===== src/hdl/bdfr_pkg.sv =====
// shared types and constants for the bit destuffing frame receiver
package bdfr_pkg;

	localparam int unsigned LenW     = 11;
	localparam int unsigned ByteW    = 8;
	localparam int unsigned RunW     = 3;
	localparam int unsigned BitCntW  = 3;
	localparam logic [LenW-1:0] MaxFrameReset = LenW'(256);
	localparam logic [RunW-1:0] RunSat       = RunW'(7);
	localparam logic [RunW-1:0] RunStuff     = RunW'(5);
	localparam logic [RunW-1:0] RunFlag      = RunW'(6);
	localparam logic [BitCntW-1:0] LastBit   = BitCntW'(7);

	typedef enum logic [2:0] {
		EV_NONE     = 3'd0,
		EV_DATA     = 3'd1,
		EV_DONE     = 3'd2,
		EV_ABORT    = 3'd3,
		EV_OVERFLOW = 3'd4
	} event_t;

	typedef struct packed {
		logic [RunW-1:0]    ones_run;
		logic               framing;
		logic [ByteW-1:0]   shift_byte;
		logic [BitCntW-1:0] bits_in_byte;
		logic [LenW-1:0]    byte_count;
		logic               idle_mark;
	} rx_state_t;

	typedef struct packed {
		event_t           ev;
		logic [ByteW-1:0] data_byte;
		logic [LenW-1:0]  frame_length;
		logic             in_frame;
		logic             bus_idle;
	} rx_result_t;

endpackage


===== src/hdl/bit_destuffing_frame_receiver_unit.sv =====
// top level of the bit destuffing frame receiver
// each input transaction passes through the input register and then the result register, which drives the output
// throughput: one line bit per cycle, one result per bit, stalls only on output back-pressure
// the state update for a bit happens as it moves from the input register to the result register
// reset clears the framing state, both valid flags and sets the frame limit to 256 bytes
module bit_destuffing_frame_receiver_unit (
	input  logic        clk,
	input  logic        arst_n,
	input  logic        cfg_wr_en,
	input  logic [10:0] cfg_wr_data,    // max_frame_bytes
	input  logic        s_axis_tvalid,
	output logic        s_axis_tready,
	input  logic [7:0]  s_axis_tdata,   // rx_bit, zero fill
	output logic        m_axis_tvalid,
	input  logic        m_axis_tready,
	output logic [23:0] m_axis_tdata,   // data_byte, frame_length, in_frame, bus_idle, zero fill
	output logic [2:0]  m_axis_tuser    // event_res
);

	logic [bdfr_pkg::LenW-1:0] max_frame_q;
	bdfr_pkg::rx_state_t       state_q;
	bdfr_pkg::rx_state_t       state_nxt;
	bdfr_pkg::rx_result_t      res_nxt;
	bdfr_pkg::rx_result_t      res_s2;
	logic                      bit_s1;
	logic                      valid_s1;
	logic                      valid_s2;
	logic                      in_take;
	logic                      advance;

	assign advance       = valid_s1 && (!valid_s2 || m_axis_tready);
	assign s_axis_tready = !valid_s1 || advance;
	assign in_take       = s_axis_tvalid && s_axis_tready;

	bdfr_deframer u_deframer (
		.cur             (state_q),
		.rx_bit          (bit_s1),
		.max_frame_bytes (max_frame_q),
		.nxt             (state_nxt),
		.res             (res_nxt)
	);

	always_ff @(posedge clk or negedge arst_n) begin
		if (!arst_n) begin
			max_frame_q <= bdfr_pkg::MaxFrameReset;
		end else if (cfg_wr_en) begin
			max_frame_q <= cfg_wr_data;
		end
	end

	always_ff @(posedge clk or negedge arst_n) begin
		if (!arst_n) begin
			state_q  <= '0;
			valid_s1 <= 1'b0;
			valid_s2 <= 1'b0;
		end else begin
			if (in_take) begin
				valid_s1 <= 1'b1;
			end else if (advance) begin
				valid_s1 <= 1'b0;
			end
			if (advance) begin
				state_q  <= state_nxt;
				valid_s2 <= 1'b1;
			end else if (m_axis_tready) begin
				valid_s2 <= 1'b0;
			end
		end
	end

	// payload registers
	always_ff @(posedge clk) begin
		if (in_take) begin
			bit_s1 <= s_axis_tdata[0];
		end
		if (advance) begin
			res_s2 <= res_nxt;
		end
	end

	assign m_axis_tvalid = valid_s2;
	assign m_axis_tuser  = res_s2.ev;
	assign m_axis_tdata  = {3'b000, res_s2.bus_idle, res_s2.in_frame,
		res_s2.frame_length, res_s2.data_byte};

	a_data_in_frame: assert property (@(posedge clk) disable iff (!arst_n)
		(valid_s2 && res_s2.ev == bdfr_pkg::EV_DATA) |->
		(res_s2.in_frame && res_s2.frame_length != '0))
		else $error("data byte reported outside a frame");

	a_end_leaves_frame: assert property (@(posedge clk) disable iff (!arst_n)
		(valid_s2 && (res_s2.ev == bdfr_pkg::EV_DONE || res_s2.ev == bdfr_pkg::EV_ABORT
		|| res_s2.ev == bdfr_pkg::EV_OVERFLOW)) |-> !res_s2.in_frame)
		else $error("frame end event while still in frame");

	a_abort_idle: assert property (@(posedge clk) disable iff (!arst_n)
		(valid_s2 && res_s2.ev == bdfr_pkg::EV_ABORT) |-> res_s2.bus_idle)
		else $error("abort without idle bus");

	a_state_holds: assert property (@(posedge clk) disable iff (!arst_n)
		!advance |=> $stable(state_q))
		else $error("state changed without a bit moving on");

	a_no_data_off_frame: assert property (@(posedge clk) disable iff (!arst_n)
		!state_q.framing |-> (state_q.byte_count == '0 && state_q.bits_in_byte == '0))
		else $error("assembly state left over outside a frame");

endmodule


===== src/hdl/bdfr_deframer.sv =====
// next-state and result logic for one received line bit
module bdfr_deframer (
	input  bdfr_pkg::rx_state_t           cur,
	input  logic                          rx_bit,
	input  logic [bdfr_pkg::LenW-1:0]     max_frame_bytes,
	output bdfr_pkg::rx_state_t           nxt,
	output bdfr_pkg::rx_result_t          res
);

	logic                          ended;
	logic [bdfr_pkg::LenW-1:0]     ended_len;
	logic                          shift_in;
	logic [bdfr_pkg::ByteW-1:0]    shifted;

	always_comb begin
		nxt       = cur;
		res.ev    = bdfr_pkg::EV_NONE;
		res.data_byte = '0;
		ended     = 1'b0;
		ended_len = '0;
		shift_in  = 1'b1;
		shifted   = '0;

		if (rx_bit) begin
			if (cur.ones_run != bdfr_pkg::RunSat) begin
				nxt.ones_run = cur.ones_run + bdfr_pkg::RunW'(1);
			end else begin
				// abort pattern
				if (cur.framing) begin
					res.ev = bdfr_pkg::EV_ABORT;
				end
				ended            = 1'b1;
				ended_len        = cur.byte_count;
				nxt.framing      = 1'b0;
				nxt.idle_mark    = 1'b1;
				nxt.shift_byte   = '0;
				nxt.bits_in_byte = '0;
				nxt.byte_count   = '0;
				shift_in         = 1'b0;
			end
		end else begin
			priority if (cur.ones_run == bdfr_pkg::RunStuff) begin
				// stuffed zero
				nxt.ones_run = '0;
				shift_in     = 1'b0;
			end else if (cur.ones_run == bdfr_pkg::RunFlag) begin
				if (cur.framing && (cur.byte_count != '0)) begin
					res.ev    = bdfr_pkg::EV_DONE;
					ended     = 1'b1;
					ended_len = cur.byte_count;
				end
				nxt.framing      = ~cur.framing;
				nxt.ones_run     = '0;
				nxt.shift_byte   = '0;
				nxt.bits_in_byte = '0;
				nxt.byte_count   = '0;
				shift_in         = 1'b0;
			end else begin
				if (!cur.framing) begin
					nxt.idle_mark = 1'b0;
				end
				nxt.ones_run = '0;
			end
		end

		if (shift_in && cur.framing) begin
			shifted = {rx_bit, cur.shift_byte[bdfr_pkg::ByteW-1:1]};
			if (cur.bits_in_byte == bdfr_pkg::LastBit) begin
				nxt.shift_byte   = '0;
				nxt.bits_in_byte = '0;
				if (cur.byte_count < max_frame_bytes) begin
					nxt.byte_count = cur.byte_count + bdfr_pkg::LenW'(1);
					res.ev         = bdfr_pkg::EV_DATA;
					res.data_byte  = shifted;
				end else begin
					res.ev         = bdfr_pkg::EV_OVERFLOW;
					ended          = 1'b1;
					ended_len      = cur.byte_count;
					nxt.framing    = 1'b0;
					nxt.byte_count = '0;
				end
			end else begin
				nxt.shift_byte   = shifted;
				nxt.bits_in_byte = cur.bits_in_byte + bdfr_pkg::BitCntW'(1);
			end
		end

		res.frame_length = ended ? ended_len : nxt.byte_count;
		res.in_frame     = nxt.framing;
		res.bus_idle     = nxt.idle_mark;
	end

endmodule

===== config.mk =====
export PLATFORM = sky130hd
export DESIGN_NAME = bit_destuffing_frame_receiver_unit
export DESIGN_NICKNAME = d
export VERILOG_FILES = /design/src/hdl/bdfr_pkg.sv /design/src/hdl/bit_destuffing_frame_receiver_unit.sv /design/src/hdl/bdfr_deframer.sv
export SDC_FILE = /design/constraint.sdc
export NUM_CORES = 1
export LEC_CHECK = 0
export BUFFER_PORTS_ARGS = -buffer_cell sky130_fd_sc_hd__buf_2
export CAP_MARGIN = 25
export CORE_MARGIN = 2
export CORE_UTILIZATION = 55
export DETAILED_ROUTE_END_ITERATION = 7
export PLACE_DENSITY = 0.78
export REMOVE_ABC_BUFFERS = 1
export SETUP_SLACK_MARGIN = 0.05
export SYNTH_ARGS = -nofsm -noshare
export SYNTH_HDL_FRONTEND = slang
export SYNTH_SLANG_ARGS = --single-unit

===== constraint.sdc =====
create_clock -name clk -period 5.25 [get_ports clk]
set_clock_uncertainty 0.1 [all_clocks]
set_input_delay 1.05 -clock clk [delete_from_list [all_inputs] [get_ports clk]]
set_output_delay 1.05 -clock clk [all_outputs]
set_load 0.02 [all_outputs]

==> flow_summary.json, run 1 <==
{
  "hold_viol_final": 0,
  "drv_slew": 0,
  "tightest_slew_ps": 912,
  "die_h_um": 81.3,
  "cts_buffers": 9,
  "cp_num_buf_inv": 0,
  "drc": 0,
  "async_flop_share_pct": 60.9,
  "cp_max_fo": 19,
  "cts.hold.buffers_added": 0,
  "io_pins": 53,
  "finalCritPeriodShare_pct": 52.6,
  "critical_path_depth": 7,
  "synth_edf_count": 25,
  "leakage_uw": 0.00172,
  "cts_buffer_depth": 2,
  "die_x_um": 81.3,
  "yosys.cell_count.top_type": "dfrtp_1",
  "syn_inst": 303,
  "cap_violations": 0,
  "drt_iter0_drc": 242,
  "seq_area_frac_synth_pct": 52.6,
  "power.density_nw_per_um2": 356,
  "port_buffers": 42,
  "nFillCells": 480,
  "grt_max_degree": 40,
  "vias": 2380,
  "max-slew-margin-rel_pct": 39.2,
  "core_um2": 5850,
  "yosysTopAreaCellShare_pct": 28.9,
  "pre_cts_ws_ps": 2260,
  "grt_first_pass_wirelength_um": 10600,
  "yosys.area.top_type": "dfrtp_1",
  "fmax_mhz": 362,
  "crit_slowest_cell": "o21ai_2",
  "cp.required_ps": 5250,
  "path_cells": "ha_1, nand2_1, o21ai_0, a31oi_1, o21ai_2, nor2_1, mux2_4",
  "period_minus_slack_ps": 2760,
  "gp_congestion": 0.785,
  "syn_avg_cell_area_um2": 10.8,
  "finalWorstSetupSlack_ps": 2490,
  "vias_per_cell": 5.65,
  "track_usage_pct": 21.5,
  "worst_hold_slack_ps": 395,
  "holdPathStages": 2,
  "hold_path.class": "flop to flop",
  "synth_xor_area_share_pct": 0,
  "crit_type": "flop to flop",
  "htree_levels": 3,
  "num_antenna_cells": 0,
  "place_hpwl_um": 4100,
  "grt_pass1_vias": 2193,
  "slowest_delay_ps": 670,
  "yosys_register_bits": 64,
  "synth_top_family_by_area": "compound AO/OA/AOI/OAI gates",
  "synth_area_leaders": "dfrtp_1, edfxtp_1, ha_1",
  "root_buffer": "clkbuf_8",
  "multi_input_area_um2": 1390,
  "rr_worst_depth": 7,
  "ys.warnings.count": 0,
  "synthSimpleGateAreaFrac_pct": 14.1,
  "synthMuxAreaShare_pct": 1.49,
  "antenna_found_initial": 0,
  "rsz0062_at_grt": "no",
  "nets": 383,
  "r2r_slack_ps": 2490,
  "dr.pass1.iters": 4,
  "syn-cell-area_um2": 3290,
  "cts_tree": "done",
  "clock_latency_ps": 350,
  "cts_setup_buffers": 0,
  "synth_compound_area_share_pct": 19.3,
  "crit_arrival_ps": 2760,
  "drive_above_1_share_pct": 21.4,
  "rows": 28,
  "ant_nets": 0,
  "cp-start-kind": "flop",
  "overflow": 0,
  "routed_wl_um": 6270,
  "dieArea_um2": 6610,
  "worst_ir_drop_vdd_uv": 242,
  "routedWlPerCell_um": 14.9,
  "clock-sinks": 64,
  "cp-end-kind": "flop",
  "clk_pin_slew_worst_paths_ps": 70,
  "status": "finished clean",
  "fin_setup_tns_ps": 0,
  "post_cts_resized": 0,
  "synthDistinctLibCells": 47,
  "initial_core_util_pct": 56.2,
  "synth_fa_ha_area_share_pct": 6.85,
  "cp_top_family": "compound AO/OA/AOI/OAI gates",
  "area_growth_pct": 12.6,
  "setup_viol": 0,
  "ff_latch_area_um2": 1730,
  "synth_ff_type": "dfrtp_1",
  "synth.top_cells.by_count": "dfrtp_1, o21ai_0, edfxtp_1",
  "power_uw": 1320
}
[placed cells by master (no fill, tap or decap), types with 3 or more instances in the layout]
master and count:
and2_1 3, nor3_1 11, a21o_1 4, inv_1 20
o22a_1 6, a22o_1 19, and3_1 15, dfrtp_1 38
nand3_1 7, buf_2 42, nor2_1 12, edfxtp_1 25
nand2_1 24, nor2b_1 4, clkbuf_8 9, clkinv_2 3
nand2b_1 4, o21ai_0 26, a31oi_1 6, conb_1 3
a21oi_1 5, mux2_2 3, ha_1 18, o31ai_1 11
[worst reg2reg max path: stages, from the launching register on]
cell and delay, ps:
dfrtp_1 500, ha_1 350, nand2_1 50, o21ai_0 140
a31oi_1 140, o21ai_2 670, nor2_1 240, mux2_4 330
[report_power, final]
part           switching, uW  internal (uW)
clock network            200            171
registers               55.2            605
logic                    166            121
total                    421            897
[registers in the layout (all words and copies together), names as in the netlist]
register,count
bit_s1,1
m_axis_tdata,21
m_axis_tuser,3
m_axis_tvalid,1
max_frame_q,11
state_q,26
valid_s1,1
[kinds of logic (layout without fill, tap and decap cells)]
| logic type | count (synthesis) | in the layout |
|---|---|---|
| compound gates | 88 | 88 |
| fa+ha+maj | 18 | 18 |
| buf+inv | 39 | 80 |
| flops | 64 | 64 |
| mux | 4 | 4 |
| other cells | 1 | 3 |
| simple gates | 89 | 89 |
[final cells by class]
class / instances / share of cell area [%]
Clock inverter: 7 / 1.29
Timing Repair Buffer: 44 / 6.63
Multi-Input combinational cell: 202 / 37.4
Inverter: 20 / 2.03
Clock buffer: 9 / 3.35
Tap cell: 75 / 2.54
Sequential cell: 64 / 46.7
[metal layers]
| metal | vias to the layer above | routed length [um] | track usage [%] | share of wire [%] |
|---|---|---|---|---|
| met4 | 0 | 112 | 10.8 | 1.8 |
| li1 | 1178 | - | - | - |
| met1 | 1136 | 2830 | 29.0 | 45 |
| met3 | 9 | 323 | 4.67 | 5.2 |
| met5 | - | 0 | 0 | 0 |
| met2 | 57 | 3010 | 33.0 | 48 |
[metrics by stage]
step,std cells,instance area (um^2),utilization (%)
finish,421,3700,63.2
global route,421,3700,63.2
CTS,420,3670,62.7
detailed placement,404,3500,59.8
global placement,404,3500,59.8
floorplan,286,3190,-
[worst paths after layout]
kind / start / endpoint
max: state_q[3]$_DFFE_PN0P_ / m_axis_tdata[8]$_DFFE_PP_
min: state_q[0]$_DFFE_PN0P_ / state_q[0]$_DFFE_PN0P_
max reg2reg: state_q[3]$_DFFE_PN0P_ / m_axis_tdata[8]$_DFFE_PP_
min reg2reg: state_q[0]$_DFFE_PN0P_ / state_q[0]$_DFFE_PN0P_
max in group asynchronous: arst_n / state_q[18]$_DFFE_PN0P_
min in group asynchronous: arst_n / state_q[2]$_DFFE_PN0P_
(Power assumes the default switching activity.)
==> inputs of run 2 (changes only) <==
- CORE_UTILIZATION: 55 -> 51
- PLACE_DENSITY: 0.78 -> 0.76
- clock period: 5.25 -> 2.4 ns (I/O delays scaled with it)
==> flow_summary.json, run 2 (synthesis gave the netlist of run 1 again) <==
{
  "core_um2": 6280,
  "htree_levels": 3,
  "cp_top_family": "compound AO/OA/AOI/OAI gates",
  "min_to": "bit_s1$_DFFE_PP_",
  "path_common_cell": "a211oi_2",
  "r2r-end": "m_axis_tdata[10]$_DFFE_PP_",
  "clock_latency_ps": 350,
  "track_usage_pct": 21.4,
  "clock-sinks": 64,
  "busiest_layer": "met2",
  "ant_nets": 0,
  "largest-register": "state_q",
  "overflow": 0,
  "largest_reg_flops": 26,
  "most-common-layout-cells": "buf_2, dfrtp_1, buf_4, o21ai_0, edfxtp_1",
  "switchingPower_uw": 980,
  "drv_slew": 0,
  "rr_worst_depth": 10,
  "holdPathStages": 1,
  "finalNonFillerCells": 459,
  "hold_viol_final": 0,
  "period_minus_slack_ps": 2320,
  "p_clk_share_pct": 31.4,
  "vias": 2686,
  "cp-end-kind": "flop",
  "place_hpwl_um": 4870,
  "vias_per_cell": 5.85,
  "dieArea_um2": 7100,
  "initial_core_util_pct": 52.3,
  "cts_tree": "done",
  "crit_type": "flop to flop",
  "num_antenna_cells": 0,
  "io_pins": 53,
  "layout_commonest_cell": "buf_2",
  "grt_first_pass_wirelength_um": 11800,
  "status": "finished clean",
  "cap_violations": 0,
  "drc": 0,
  "power_frac_comb_pct": 23.4,
  "root_buffer": "clkbuf_8",
  "power.density_nw_per_um2": 772,
  "cp.required_ps": 2390,
  "grt_use_met3_pct": 4.13,
  "gp_congestion": 0.817,
  "hp-start": "s_axis_tdata[0]",
  "worst_ir_drop_vdd_uv": 552,
  "cp_num_buf_inv": 3,
  "antenna_found_initial": 0,
  "grt_pass1_vias": 2580,
  "cp_max_fo": 8,
  "fmax_mhz": 430,
  "rows": 29,
  "finalCritPeriodShare_pct": 96.9,
  "cts_buffer_depth": 2,
  "drive_above_1_share_pct": 35.1,
  "seqPwrFrac_pct": 45.2,
  "clk_pin_slew_worst_paths_ps": 80,
  "finalWorstSetupSlack_ps": 75.2,
  "crit_arrival_ps": 2320,
  "die_x_um": 84.3,
  "rr_startpoint": "max_frame_q[8]$_DFFE_PN1P_",
  "switching_share_pct": 30.5,
  "globalRouteMet2Util_pct": 35.3,
  "nets": 419,
  "grt_max_degree": 22,
  "rsz0062_at_grt": "yes",
  "leakage_uw": 0.00194,
  "crit_slowest_cell": "dfstp_2",
  "area_growth_pct": 26.6,
  "pre_cts_ws_ps": -45.5,
  "power.internal_uw": 2230,
  "hold_path.class": "primary input to flop",
  "path_cells": "inv_2, ha_4, a211oi_2, nor2_1, a211oi_2, buf_4, o21ai_4, buf_6, o31ai_4, a31oi_1",
  "use_met1_pct": 26.2,
  "routedWlPerCell_um": 16.9,
  "slowest_delay_ps": 530,
  "dr.pass1.iters": 4,
  "cp-start-kind": "flop",
  "drt_iter0_drc": 179,
  "routed_wl_um": 7760,
  "cts_buffers": 9,
  "setup_viol": 0,
  "placedCellCount": 436,
  "r2r_slack_ps": 80,
  "die_h_um": 84.3,
  "port_buffers": 42
}
-- run 2: cell count changes in the layout (fill, tap and decap cells not counted), moves of 3 or more --
cell,delta
buf_4,+33
nor3_1,-7
o31ai_1,-7
nor3_2,+6
o31ai_2,+6
buf_6,+3
-- run 2: per-stage QoR --
| step | total power [uW] | setup TNS [ps] | cell area, um^2 | util (%) | hold WS, ps |
|---|---|---|---|---|---|
| floorplan | 1890 | -2480 | 3190 | - | 84.4 |
| global placement | 2110 | -1.90 | 3730 | 59.4 | 288 |
| detailed placement | 2140 | -210 | 3730 | 59.4 | 310 |
| CTS | 3150 | 0 | 3980 | 63.4 | 192 |
| global route | 3360 | -103 | 4160 | 66.3 | 192 |
| finish | 3210 | 0 | 4160 | 66.3 | 204 |
-- run 2: layout make-up --
type	count	area (um^2)
clock buffer	9	124
clock inverter	7	86.3
fill	456	2120
inverter	20	75.1
multi-input combinational	202	1540
sequential	64	1730
tap	77	96.3
timing repair buffer	80	509
-- run 2: worst max path at each step --
stage	startpoint	endpoint	slack (ps)	cells past startpoint
global route	max_frame_q[8]$_DFFE_PN1P_	m_axis_tdata[11]$_DFFE_PP_	-20	9
detailed placement	max_frame_q[8]$_DFFE_PN1P_	m_axis_tdata[12]$_DFFE_PP_	-50	8
CTS	max_frame_q[8]$_DFFE_PN1P_	m_axis_tdata[10]$_DFFE_PP_	5	10
finish	max_frame_q[8]$_DFFE_PN1P_	m_axis_tdata[10]$_DFFE_PP_	80	10
global placement	max_frame_q[8]$_DFFE_PN1P_	m_axis_tdata[12]$_DFFE_PP_	-2	8
floorplan	max_frame_q[8]$_DFFE_PN1P_	state_q[1]$_DFFE_PN0P_	-260	8
-- run 2: per-layer routing --
layer	share of wire (%)	vias to the layer above
met2	49	101
met4	4.0	0
met5	0	-
met3	6.1	25
li1	-	1252
met1	41	1308
-- run 2: what timing repair did --
action | 4_1_cts | 5_1_grt
endpoints found under the hold margin | 11 | 0
gates resized for setup | 5 | 33
pin swaps | 3 | 18
cloned | 1 | 0
buffers inserted | 1 | 4
hold buffers | 1 | 0
setup endpoints to repair | 21 | 26
-- run 2: power groups by stage --
stage                     sequential (uW)  clock (uW)  combinational, uW
after floorplan                      1490           0                395
after detailed placement             1460           0                679
final                                1450        1010                752
after global placement               1450           0                654
after CTS                            1440        1020                694
after global routing                 1470        1070                822
==> inputs of run 3 (changes only) <==
- CORE_UTILIZATION: 51 -> 50
- PLACE_DENSITY: 0.76 -> 0.75
==> flow_summary.json, run 3 (synthesis gave the netlist of run 1 again) <==
{
  "crit_arrival_ps": 2350,
  "largest_reg_flops": 26,
  "critPathLaunch": "max_frame_q[8]$_DFFE_PN1P_",
  "clk_pin_slew_worst_paths_ps": 70,
  "power_uw": 3400,
  "cp-end-kind": "flop",
  "dr.pass1.iters": 6,
  "ant_nets": 0,
  "io_pins": 53,
  "cts_buffers": 9,
  "largest-register": "state_q",
  "rows": 29,
  "grt_first_pass_wirelength_um": 11100,
  "cp-start-kind": "flop",
  "cp_max_fo": 7,
  "layout_commonest_cell": "buf_2",
  "ff_latch_area_um2": 1730,
  "cts_tree": "done",
  "drc": 0,
  "rr_startpoint": "max_frame_q[8]$_DFFE_PN1P_",
  "cts.hold.buffers_added": 0,
  "core_um2": 6350,
  "nFillCells": 493,
  "r2r-end": "m_axis_tdata[15]$_DFFE_PP_",
  "period_minus_slack_ps": 2350,
  "nets": 413,
  "max-slew-margin-rel_pct": 45.5,
  "finalWorstSetupSlack_ps": 49.3,
  "r2r_slack_ps": 50,
  "worst_ir_drop_vdd_uv": 487,
  "htree_levels": 3,
  "cts_buffer_depth": 2,
  "rsz0062_at_grt": "yes",
  "port_buffers": 42,
  "cp.required_ps": 2400,
  "num_antenna_cells": 0,
  "finalCritPeriodShare_pct": 97.9,
  "hold_path.class": "primary input to async pin",
  "place_hpwl_um": 4560,
  "die_x_um": 85.1,
  "fin_setup_tns_ps": 0,
  "crit_type": "flop to flop",
  "track_usage_pct": 19.4,
  "overflow": 0,
  "routedWlPerCell_um": 16.5,
  "multi_input_area_um2": 1630,
  "tightest_slew_ps": 811,
  "antenna_found_initial": 0,
  "most-common-layout-cells": "buf_2, dfrtp_1, o21ai_0, edfxtp_1, buf_4",
  "clock-sinks": 64,
  "drt_iter0_drc": 188,
  "gp_congestion": 0.777,
  "drive_above_1_share_pct": 36.2,
  "clock_latency_ps": 350,
  "area_growth_pct": 30.3,
  "status": "finished clean",
  "power.density_nw_per_um2": 795,
  "routed_wl_um": 7490,
  "vias_per_cell": 5.74,
  "initial_core_util_pct": 51.7,
  "grt_pass1_vias": 2481,
  "vias": 2599,
  "leakage_uw": 0.00194,
  "rr_worst_depth": 8,
  "grt_max_degree": 40,
  "hold_viol_final": 0,
  "setup_viol": 0,
  "dieArea_um2": 7240,
  "cap_violations": 0,
  "fmax_mhz": 425,
  "die_h_um": 85.1,
  "pre_cts_ws_ps": -74.6,
  "drv_slew": 0,
  "endpoint": "m_axis_tdata[15]$_DFFE_PP_",
  "root_buffer": "clkbuf_8"
}
[run 3: worst min-delay path by stage]
stage,from,to,slack [ps],cells past startpoint
2_1_floorplan,arst_n,m_axis_tvalid$_DFFE_PN0P_,80,0
3_3_place_gp,valid_s1$_DFFE_PN0P_,m_axis_tvalid$_DFFE_PN0P_,370,1
3_5_place_dp,state_q[16]$_DFFE_PN0P_,state_q[16]$_DFFE_PN0P_,380,1
4_1_cts,arst_n,state_q[10]$_DFFE_PN0P_,100,2
5_1_grt,arst_n,state_q[11]$_DFFE_PN0P_,120,2
6_report,arst_n,max_frame_q[1]$_DFFE_PN0P_,80,2
[run 3: timing repair]
action | in CTS | in global routing
gates cloned | 0 | 3
gates resized for setup | 2 | 53
buffers inserted | 1 | 7
endpoints found under the setup margin | 13 | 33
pin swaps | 1 | 26
[run 3: critical path, cell delays in order, from the launching register on]
cell and delay (ps):
dfstp_2 530, inv_2 40, ha_4 260, and4_4 240, nand3_4 80, o21ai_4 380
buf_8 200, nor3_2 40, o22a_1 220
[run 3: layout make-up]
type	instances	share of cell area, %
timing repair buffer	73	11.5
clock buffer	9	2.89
inverter	20	1.75
tap	77	2.25
sequential	64	40.4
multi-input combinational	203	38.1
clock inverter	7	3.13
[run 3: routing by layer]
layer	up-vias	GRT usage, %	part of all wire, %	wire length (um)
li1	1246	-	-	-
met1	1263	24.0	43	3190
met2	72	32.5	51	3810
met3	18	5.35	4.8	362
met4	0	7.22	1.7	126
met5	-	0	0	0
[run 3: per-stage QoR]
stage	area, um^2	hold slack [ps]	cells	utilization [%]
after floorplan	3190	84.4	286	-
after global placement	3650	371	426	57.5
after detailed placement	3650	384	426	57.5
after CTS	3930	98.2	443	61.8
after global routing	4280	124	453	67.4
final	4280	82.9	453	67.4
[run 3: power breakdown]
group | total, uW | internal, uW | switching, uW
combinational | 762 | 329 | 433
clock | 1200 | 787 | 412
sequential | 1440 | 1330 | 114
